==> src/hdl/two_line_pulse_packet_receiver_macros.svh <==
// Assertion macros for the two-line pulse packet receiver.
// Used by the top level only; expects i_clk and i_rst_n in scope.
`ifndef TWO_LINE_PULSE_PACKET_RECEIVER_MACROS_SVH
`define TWO_LINE_PULSE_PACKET_RECEIVER_MACROS_SVH

// Same-cycle implication, checked outside reset.
`define TLPR_ASSERT_NOW(lbl, ante, cons, msg) \
    lbl: assert property (@(posedge i_clk) disable iff (!i_rst_n) \
        (ante) |-> (cons)) else $error(msg);

// Next-cycle implication, checked outside reset.
`define TLPR_ASSERT_NEXT(lbl, ante, cons, msg) \
    lbl: assert property (@(posedge i_clk) disable iff (!i_rst_n) \
        (ante) |=> (cons)) else $error(msg);

`endif

==> src/hdl/tlpr_pkg.sv <==
// Shared types, command codes and helpers of the two-line pulse packet receiver.
// No dependencies.
`timescale 1ns / 1ps

package tlpr_pkg;

    localparam int unsigned PACKET_BITS = 128;
    localparam int unsigned BIT_CNT_W   = $clog2(PACKET_BITS);

    // Bit position of the last bit of a packet
    localparam logic [BIT_CNT_W-1:0] LAST_BIT = BIT_CNT_W'(PACKET_BITS - 1);

    localparam logic [4:0] CMD_MULTI_PLAYER = 5'h11;
    localparam logic [4:0] CMD_MASK_ENABLE  = 5'h17;

    localparam logic       OP_WRITE = 1'b0;
    localparam logic       OP_READ  = 1'b1;

    localparam logic [1:0] LINES_BOTH_LOW  = 2'b00;
    localparam logic [1:0] LINES_SEND_ONE  = 2'b01;
    localparam logic [1:0] LINES_SEND_ZERO = 2'b10;
    localparam logic [1:0] LINES_BOTH_HIGH = 2'b11;

    localparam logic [3:0] INDEX_INVERT = 4'hF;

    typedef struct packed {
        logic [7:0]  read_data;
        logic        packet_valid;
        logic [63:0] packet_low;
        logic [63:0] packet_high;
        logic [2:0]  packet_number;
        logic        sequence_done;
        logic [4:0]  command_id;
        logic [2:0]  active_players;
        logic [1:0]  screen_mask;
    } t_result;

    // Player count from the multi-player code; the undefined code gives one.
    function automatic logic [2:0] player_count_of(input logic [1:0] code);
        logic [2:0] pc;
        unique case (code)
            2'd1:    pc = 3'd2;
            2'd3:    pc = 3'd4;
            default: pc = 3'd1;
        endcase
        return pc;
    endfunction

endpackage

==> src/hdl/tlpr_core.sv <==
// Receive state and next-state logic of the two-line pulse packet receiver.
// Depends on tlpr_pkg.
`timescale 1ns / 1ps

module tlpr_core (
    input  logic               i_clk,
    input  logic               i_rst_n,
    input  logic               i_cfg_we,
    input  logic               i_cfg_wdata,
    input  logic               i_take,
    input  logic               i_opcode,
    input  logic [7:0]         i_joyp_value,
    output tlpr_pkg::t_result  o_result
);

    logic                                  r_enabled;
    logic [1:0]                            r_prev_lines, n_prev_lines;
    logic                                  r_receiving, n_receiving;
    logic [tlpr_pkg::BIT_CNT_W-1:0]        r_bit_count, n_bit_count;
    logic [tlpr_pkg::PACKET_BITS-1:0]      r_packet, n_packet;
    logic [2:0]                            r_seq_total, n_seq_total;
    logic [2:0]                            r_seq_count, n_seq_count;
    logic [4:0]                            r_seq_cmd, n_seq_cmd;
    logic [7:0]                            r_seq_arg, n_seq_arg;
    logic [2:0]                            r_player_count, n_player_count;
    logic [1:0]                            r_player_index, n_player_index;
    logic [1:0]                            r_mask, n_mask;

    logic [1:0]                            lines;
    logic [1:0]                            idx;
    logic                                  bit_val;
    logic [tlpr_pkg::PACKET_BITS-1:0]      bits;
    logic [2:0]                            v_total;
    logic [2:0]                            v_count;

    always_comb begin
        n_prev_lines   = r_prev_lines;
        n_receiving    = r_receiving;
        n_bit_count    = r_bit_count;
        n_packet       = r_packet;
        n_seq_total    = r_seq_total;
        n_seq_count    = r_seq_count;
        n_seq_cmd      = r_seq_cmd;
        n_seq_arg      = r_seq_arg;
        n_player_count = r_player_count;
        n_player_index = r_player_index;
        n_mask         = r_mask;
        o_result       = '0;
        lines          = i_joyp_value[5:4];
        idx            = r_player_index + 2'd1;
        bit_val        = (r_prev_lines == tlpr_pkg::LINES_SEND_ONE);
        bits           = r_packet
                         | ({{(tlpr_pkg::PACKET_BITS-1){1'b0}}, bit_val} << r_bit_count);
        v_total        = r_seq_total;
        v_count        = r_seq_count + 3'd1;

        if (i_opcode == tlpr_pkg::OP_READ) begin
            o_result.read_data = i_joyp_value;
            if (r_enabled && r_player_count >= 3'd2) begin
                // rotate through the active controllers
                n_player_index = (r_player_count == 3'd4) ? idx : {1'b0, ~r_player_index[0]};
                o_result.read_data = {i_joyp_value[7:4],
                                      tlpr_pkg::INDEX_INVERT ^ {2'b00, idx}};
            end
        end else if (r_enabled) begin
            n_prev_lines = lines;
            if (lines == tlpr_pkg::LINES_BOTH_LOW) begin
                n_receiving = 1'b1;
                n_bit_count = '0;
                n_packet    = '0;
            end else if (r_receiving && lines == tlpr_pkg::LINES_BOTH_HIGH
                         && (r_prev_lines == tlpr_pkg::LINES_SEND_ONE
                             || r_prev_lines == tlpr_pkg::LINES_SEND_ZERO)) begin
                if (r_bit_count != tlpr_pkg::LAST_BIT) begin
                    n_bit_count = r_bit_count + 1'b1;
                    n_packet    = bits;
                end else begin
                    o_result.packet_valid  = 1'b1;
                    o_result.packet_low    = bits[63:0];
                    o_result.packet_high   = bits[127:64];
                    o_result.packet_number = r_seq_count;
                    if (r_seq_count == 3'd0) begin
                        v_total   = (bits[2:0] == 3'd0) ? 3'd1 : bits[2:0];
                        n_seq_cmd = bits[7:3];
                        n_seq_arg = bits[15:8];
                    end
                    if (v_count >= v_total) begin
                        o_result.sequence_done = 1'b1;
                        n_seq_count = '0;
                        n_seq_total = '0;
                        if (n_seq_cmd == tlpr_pkg::CMD_MULTI_PLAYER) begin
                            n_player_count = tlpr_pkg::player_count_of(n_seq_arg[1:0]);
                            n_player_index = '0;
                        end else if (n_seq_cmd == tlpr_pkg::CMD_MASK_ENABLE) begin
                            n_mask = n_seq_arg[1:0];
                        end
                    end else begin
                        n_seq_count = v_count;
                        n_seq_total = v_total;
                    end
                    n_receiving = 1'b0;
                    n_bit_count = '0;
                    n_packet    = '0;
                end
            end
        end

        o_result.command_id     = n_seq_cmd;
        o_result.active_players = n_player_count;
        o_result.screen_mask    = n_mask;
    end

    always_ff @(posedge i_clk) begin
        if (!i_rst_n) begin
            r_enabled      <= 1'b0;
            r_prev_lines   <= tlpr_pkg::LINES_BOTH_HIGH;
            r_receiving    <= 1'b0;
            r_bit_count    <= '0;
            r_packet       <= '0;
            r_seq_total    <= '0;
            r_seq_count    <= '0;
            r_seq_cmd      <= '0;
            r_seq_arg      <= '0;
            r_player_count <= 3'd1;
            r_player_index <= '0;
            r_mask         <= '0;
        end else if (i_cfg_we) begin
            // a change of the enable drops link and player state
            if (i_cfg_wdata != r_enabled) begin
                r_enabled      <= i_cfg_wdata;
                r_prev_lines   <= tlpr_pkg::LINES_BOTH_HIGH;
                r_receiving    <= 1'b0;
                r_bit_count    <= '0;
                r_seq_total    <= '0;
                r_seq_count    <= '0;
                r_player_count <= 3'd1;
                r_player_index <= '0;
            end
        end else if (i_take) begin
            r_prev_lines   <= n_prev_lines;
            r_receiving    <= n_receiving;
            r_bit_count    <= n_bit_count;
            r_packet       <= n_packet;
            r_seq_total    <= n_seq_total;
            r_seq_count    <= n_seq_count;
            r_seq_cmd      <= n_seq_cmd;
            r_seq_arg      <= n_seq_arg;
            r_player_count <= n_player_count;
            r_player_index <= n_player_index;
            r_mask         <= n_mask;
        end
    end

endmodule

==> src/hdl/two_line_pulse_packet_receiver.sv <==
// Two-line pulse packet receiver: handshake and result register.
// Instantiates tlpr_core; depends on tlpr_pkg and the assertion macro header.
//
// Usage: every joypad port access is one input transfer (i_opcode 0 = write,
// 1 = read, i_joyp_value = written or base read value). Each transfer gives
// exactly one result transfer: the read value (controller index substituted
// if enabled with 2 or more players), or for a write the packet outputs when
// the write finished a 128-bit packet, plus the current command, player count
// and mask mode. o_out_valid rises in the cycle after the input transfer.
// Throughput is one item per cycle unless stalled: the state update for an
// item is a single registered step in tlpr_core, and the result register
// accepts the next item in the same cycle as the previous result is taken.
// When the receiver stalls (i_out_ready low with a result held), o_in_ready
// drops and the held result stays unchanged. Reset (i_rst_n low, synchronous)
// empties the result register and restores the disabled, one-player state.
// i_cfg_we writes the enable bit; write it only while idle.
`timescale 1ns / 1ps
`include "two_line_pulse_packet_receiver_macros.svh"

module two_line_pulse_packet_receiver (
    input  logic        i_clk,
    input  logic        i_rst_n,
    input  logic        i_cfg_we,
    input  logic        i_cfg_wdata,
    input  logic        i_in_valid,
    output logic        o_in_ready,
    input  logic        i_opcode,
    input  logic [7:0]  i_joyp_value,
    output logic        o_out_valid,
    input  logic        i_out_ready,
    output logic [7:0]  o_read_data,
    output logic        o_packet_valid,
    output logic [63:0] o_packet_low,
    output logic [63:0] o_packet_high,
    output logic [2:0]  o_packet_number,
    output logic        o_sequence_done,
    output logic [4:0]  o_command_id,
    output logic [2:0]  o_active_players,
    output logic [1:0]  o_screen_mask
);

    logic              take;
    logic              r_out_valid;
    tlpr_pkg::t_result core_result;
    tlpr_pkg::t_result r_result;

    assign o_in_ready = !r_out_valid || i_out_ready;
    assign take       = i_in_valid && o_in_ready;

    tlpr_core u_core (
        .i_clk        (i_clk),
        .i_rst_n      (i_rst_n),
        .i_cfg_we     (i_cfg_we),
        .i_cfg_wdata  (i_cfg_wdata),
        .i_take       (take),
        .i_opcode     (i_opcode),
        .i_joyp_value (i_joyp_value),
        .o_result     (core_result)
    );

    always_ff @(posedge i_clk) begin
        if (!i_rst_n) begin
            r_out_valid <= 1'b0;
        end else if (take) begin
            r_out_valid <= 1'b1;
        end else if (i_out_ready) begin
            r_out_valid <= 1'b0;
        end
    end

    // hold the payload until its transfer
    always_ff @(posedge i_clk) begin
        if (take) begin
            r_result <= core_result;
        end
    end

    assign o_out_valid      = r_out_valid;
    assign o_read_data      = r_result.read_data;
    assign o_packet_valid   = r_result.packet_valid;
    assign o_packet_low     = r_result.packet_low;
    assign o_packet_high    = r_result.packet_high;
    assign o_packet_number  = r_result.packet_number;
    assign o_sequence_done  = r_result.sequence_done;
    assign o_command_id     = r_result.command_id;
    assign o_active_players = r_result.active_players;
    assign o_screen_mask    = r_result.screen_mask;

    `TLPR_ASSERT_NOW(a_stall_blocks_input, r_out_valid && !i_out_ready, !o_in_ready, "stalled result would be overwritten")
    `TLPR_ASSERT_NEXT(a_take_gives_result, take, r_out_valid, "accepted item produced no result")
    `TLPR_ASSERT_NOW(a_done_needs_packet, r_out_valid && o_sequence_done, o_packet_valid && o_read_data == 8'd0, "sequence end without a packet")
    `TLPR_ASSERT_NOW(a_player_count_legal, r_out_valid, o_active_players == 3'd1 || o_active_players == 3'd2 || o_active_players == 3'd4, "illegal player count")

endmodule

==> config.mk <==
export PLATFORM = sky130hd
export DESIGN_NAME = two_line_pulse_packet_receiver
export DESIGN_NICKNAME = d
export VERILOG_FILES = /design/src/hdl/tlpr_pkg.sv /design/src/hdl/tlpr_core.sv /design/src/hdl/two_line_pulse_packet_receiver.sv
export VERILOG_INCLUDE_DIRS = /design/src /design/src/hdl
export SDC_FILE = /design/constraint.sdc
export NUM_CORES = 1
export LEC_CHECK = 0
export ABC_AREA = 1
export BUFFER_PORTS_ARGS = -buffer_cell sky130_fd_sc_hd__clkbuf_2
export CAP_MARGIN = 20
export CORE_AREA = 2 2 150 181
export DETAILED_ROUTE_END_ITERATION = 16
export DIE_AREA = 0 0 152 183
export GPL_TIMING_DRIVEN = 0
export PLACE_DENSITY_LB_ADDON = 0.1
export SETUP_SLACK_MARGIN = 0.05
export SLEW_MARGIN = 25
export SYNTH_ARGS = -nofsm -noshare
export SYNTH_HDL_FRONTEND = slang
export SYNTH_SLANG_ARGS = --single-unit
==> constraint.sdc <==
create_clock -name i_clk -period 4.13 [get_ports i_clk]
set_clock_uncertainty 0.05 [all_clocks]
set_input_delay 0.826 -clock i_clk [delete_from_list [all_inputs] [get_ports i_clk]]
set_output_delay 0.826 -clock i_clk [all_outputs]
set_load 0.005 [all_outputs]
==> results.txt <==
The run finished with clean final reports. Averaged over all synthesized cells, the footprint is 9.95 µm². In the global route stage, overall resource usage came out at 25.8%. The count of nets left with antenna violations once routing finished came out at 0. The first global-routing pass estimated 56,500 µm of wire.

After clock tree synthesis, the clock-pin slew on the worst setup and hold paths is 0.07 ns. The critical path is of the flip-flop to flip-flop type. The number of failing hold endpoints at the final stage came out at 0.

The tools report the register-to-register path setup slack as 0.32 ns. Count of port buffers added during placement: 167. The run gives 262 MHz as the maximum frequency from static timing analysis. Across the run, the number of max-cap violations was 0. The final layout contains routed wiring with a total length of 36,600 µm. For the pin with the worst max-slew slack, the measured transition is 0.805 ns. The number of global-route vias before repair is 10,300. The initial antenna violation count was 0. The core area was 26,100 µm²; the width of the die was 152 µm.

The cell count after synthesis came out at 1,373. For this run, design rule violations remaining after detail routing come to 0. After synthesis the netlist holds a flip-flop and latch count of 311. The total nets after synthesis is 1,395, and the peak per-stage delay on the critical path is 0.43 ns. The run gives 3 as the maximum clock path buffer count.

The cell area after synthesis was 13,700 µm². Dividing the detail-routed via count by the number of cells gives 5.44. The logs give 26,400 µm for the post-detailed-placement half-perimeter wirelength and 4910 µm² for the area of combinational cells with multiple inputs. The proportion of netlist area held by the largest area contributor came out at 33.2%.

For this configuration, the core starts out at a cell density of 52.3%. The synthesized design contains 151 enable-type register cells. Along the worst hold path, the cell count comes to 2.

Of the cells placed in the final design, the portion with a size suffix greater than 1 is 26.0%. Global routing finished with a remaining overflow of 0. For the number of pins exceeding their max-slew limit in the final report, the log shows 0.

Routability-driven placement finished with a final weighted congestion of 0.928. The worst setup path is captured at a flip-flop. The detailed router placed 10,500 vias in this run. At the worst endpoint, the arrival time is 4.07 ns. Cells fill 62.0% of the core in the end. Dominant register cell in the synthesized netlist: dfxtp_1. The run gives 16,200 µm² as the design area. The biggest area contributor in the post-synthesis netlist is edfxtp_1. For the peak supply drop, the log shows 0.284 mV.

TritonCTS built the clock tree. The clock period minus worst slack came out at 3.81 ns. The tightest slew margin relative to the limit was 46.3%; the TritonCTS buffer count was 31. The tools report the clock latency on the worst-skew pair as 0.57 ns. In this run the worst path has a maximum fanout of 10.

The power density relative to cell area was 414 nW/µm². For the total number of placement rows, the log shows 65. The run gives 2,210 as the layout filler cell count. Traced cell by cell, the critical path runs through buf_4 -> inv_1 -> clkbuf_1 -> nand3_1 -> nor2_1 -> a21oi_1 -> a21oi_1 -> a21oi_1 -> ha_1 -> nand3_1 -> nand3_1 -> inv_1 -> nor2_4 -> nand2_1 -> nor3b_2 -> nand3_1 -> nand2_1 -> inv_1.

The number of sinks handled by clock tree synthesis was 311; the post-detailed-placement cell area was 15,000 µm². The first routing iteration left 715 violations. Clock tree synthesis selected as its root buffer the cell clkbuf_16.

The final-report setup violation count was 0. The logs give 1,600 for the layout net count and 0 for the setup fix buffers added after clock tree synthesis. The tools report the sort of element at the start of the critical path as a flip-flop. The slowest stage cell on the critical path was clkbuf_1. The repair_antennas step left the layout with diodes totalling 0. Of the available clock period, the critical path in the final layout requires 92.3%. The type of the most critical hold path was flip-flop to flip-flop. Entering global routing, the biggest net connects 38 pins.

At the worst endpoint, the required time is 4.39 ns. The end of the worst register-to-register path was o_screen_mask[0]. The level count of the clock H-tree is 1. In this run, distinct cell masters in the synthesized netlist total 47. In this run the static leakage power is 0.00567 µW. Ranked by instance count, the synthesized netlist is headed by nand2_1 (208), nor2_1 (183), dfxtp_1 (160), edfxtp_1 (151), inv_1 (138). In this run the most critical hold path is launched from u_core.r_seq_total[2].

The path with the worst hold slack has its endpoint at u_core.r_seq_total[2]. The die is 183 µm tall. The share of flip-flops with an asynchronous set or reset after synthesis is 0%, and the number of ports placed on the die boundary is 168. The total iterations of the first detailed-routing run was 5. Setup repair after global routing left no endpoint under its margin.

The startpoint of the worst-slack reg-to-reg timing path was u_core.r_bit_count[4]. The sequential fraction of the synthesis area was 56.6%. The cell that appears most often on the critical path is nand3_1. The tools report the die footprint as 27,800 µm². The number of gates resized after CTS was 0. The most numerous cell in the Yosys netlist was nand2_1. By area the synthesized netlist is led by edfxtp_1 (33%), dfxtp_1 (23%), a211oi_2 (11%). The number of hold buffers added after CTS was 0. The combined flip-flop and latch cell area was 7740 µm². In the final routed layout, each cell accounts on average for 18.9 µm. The number of cells on the worst reg-to-reg path is 18. Yosys printed 0 warnings.

Area overhead of the layout relative to synthesis: 18.5%.
==> cell usage in the layout (no fill, tap or decap), drive strengths merged, types with 2 or more instances in the layout <==
cell and count:
a211oi 121, a21oi 89, a31oi 9, a41o 2, a41oi 2, buf 45
bufinv 7, clkbuf 256, clkinv 7, clkinvlp 3, dfxtp 160, edfxtp 151
ha 7, inv 153, nand2 214, nand3 53, nand4 13, nor2 191
nor3 14, nor4 4, o21ai 43, o21bai 46, o22ai 2, or2 3
xor2 2
==> worst max path at each step <==
stage | start | end
after floorplan | i_out_ready | o_active_players[0]
after global placement | i_out_ready | o_packet_low[35]
after detailed placement | u_core.r_prev_lines[1] | o_screen_mask[1]
after CTS | u_core.r_prev_lines[1] | o_screen_mask[1]
after global routing | u_core.r_bit_count[4] | o_screen_mask[1]
final | u_core.r_bit_count[4] | o_screen_mask[0]
==> kinds of logic (layout without fill, tap and decap cells) <==
family | count (synthesis) | in the layout | synth area share [%]
flip-flops | 311 | 311 | 56.6
adder cells (fa/ha/maj) | 7 | 7 | 0.641
XOR/XNOR | 3 | 3 | 0.192
buffers and inverters | 241 | 471 | 7.56
AO/OA/AOI/OAI | 317 | 317 | 19.5
AND/OR/NAND/NOR | 494 | 494 | 15.5
==> report_power, final <==
part	internal (µW)	switching [µW]
clock	1910	1210
combinational	86.4	171
sequential	3310	25.7
==> cell type report <==
| cell class | instances | area share, % |
|---|---|---|
| clock buffer | 41 | 5.34 |
| tap | 335 | 2.59 |
| buffer | 88 | 2.83 |
| clock inverter | 17 | 1.69 |
| sequential | 311 | 47.8 |
| multi-input combinational | 821 | 30.4 |
| inverter | 153 | 3.57 |
| timing repair buffer | 172 | 5.83 |
==> per-layer routing <==
metal  vias to the layer above  track usage (%)  share of wire [%]
met2                       337             46.2                 50
met4                         0             10.3                4.1
met3                        81             3.45                5.6
met5                         -                0                  0
li1                       5086                -                  -
met1                      5039             31.8                 40
==> flip-flops by register name, summed over array words and instances (netlist names), 3 cells and up <==
signal,cells
u_core.r_packet,128
o_packet_high,64
o_packet_low,64
o_read_data,8
u_core.r_bit_count,7
o_command_id,5
u_core.r_seq_cmd,5
o_active_players,3
o_packet_number,3
u_core.r_player_count,3
u_core.r_seq_count,3
u_core.r_seq_total,3
==> metrics by stage <==
stage | instances | hold slack, ns | worst slack, ns | total power (µW) | TNS, ns
after floorplan | 1373 | 0.394 | 0.414 | 3530 | 0
after global placement | 1875 | 0.403 | -0.632 | 3650 | -92.48
after detailed placement | 1880 | 0.412 | 0.111 | 3660 | 0
after CTS | 1938 | 0.422 | 0.0719 | 6750 | 0
after global routing | 1938 | 0.438 | 0.0870 | 6890 | 0
final | 1938 | 0.422 | 0.320 | 6710 | 0
==> worst max-delay path, delay by kind of cell (launching register included) <==
family	cells	cell delay, ns
simple gates	9	1.49
buf+inv	5	0.93
flops	1	0.30
fa+ha+maj	1	0.31
compound gates	3	0.48
(Power assumes the default switching activity.)
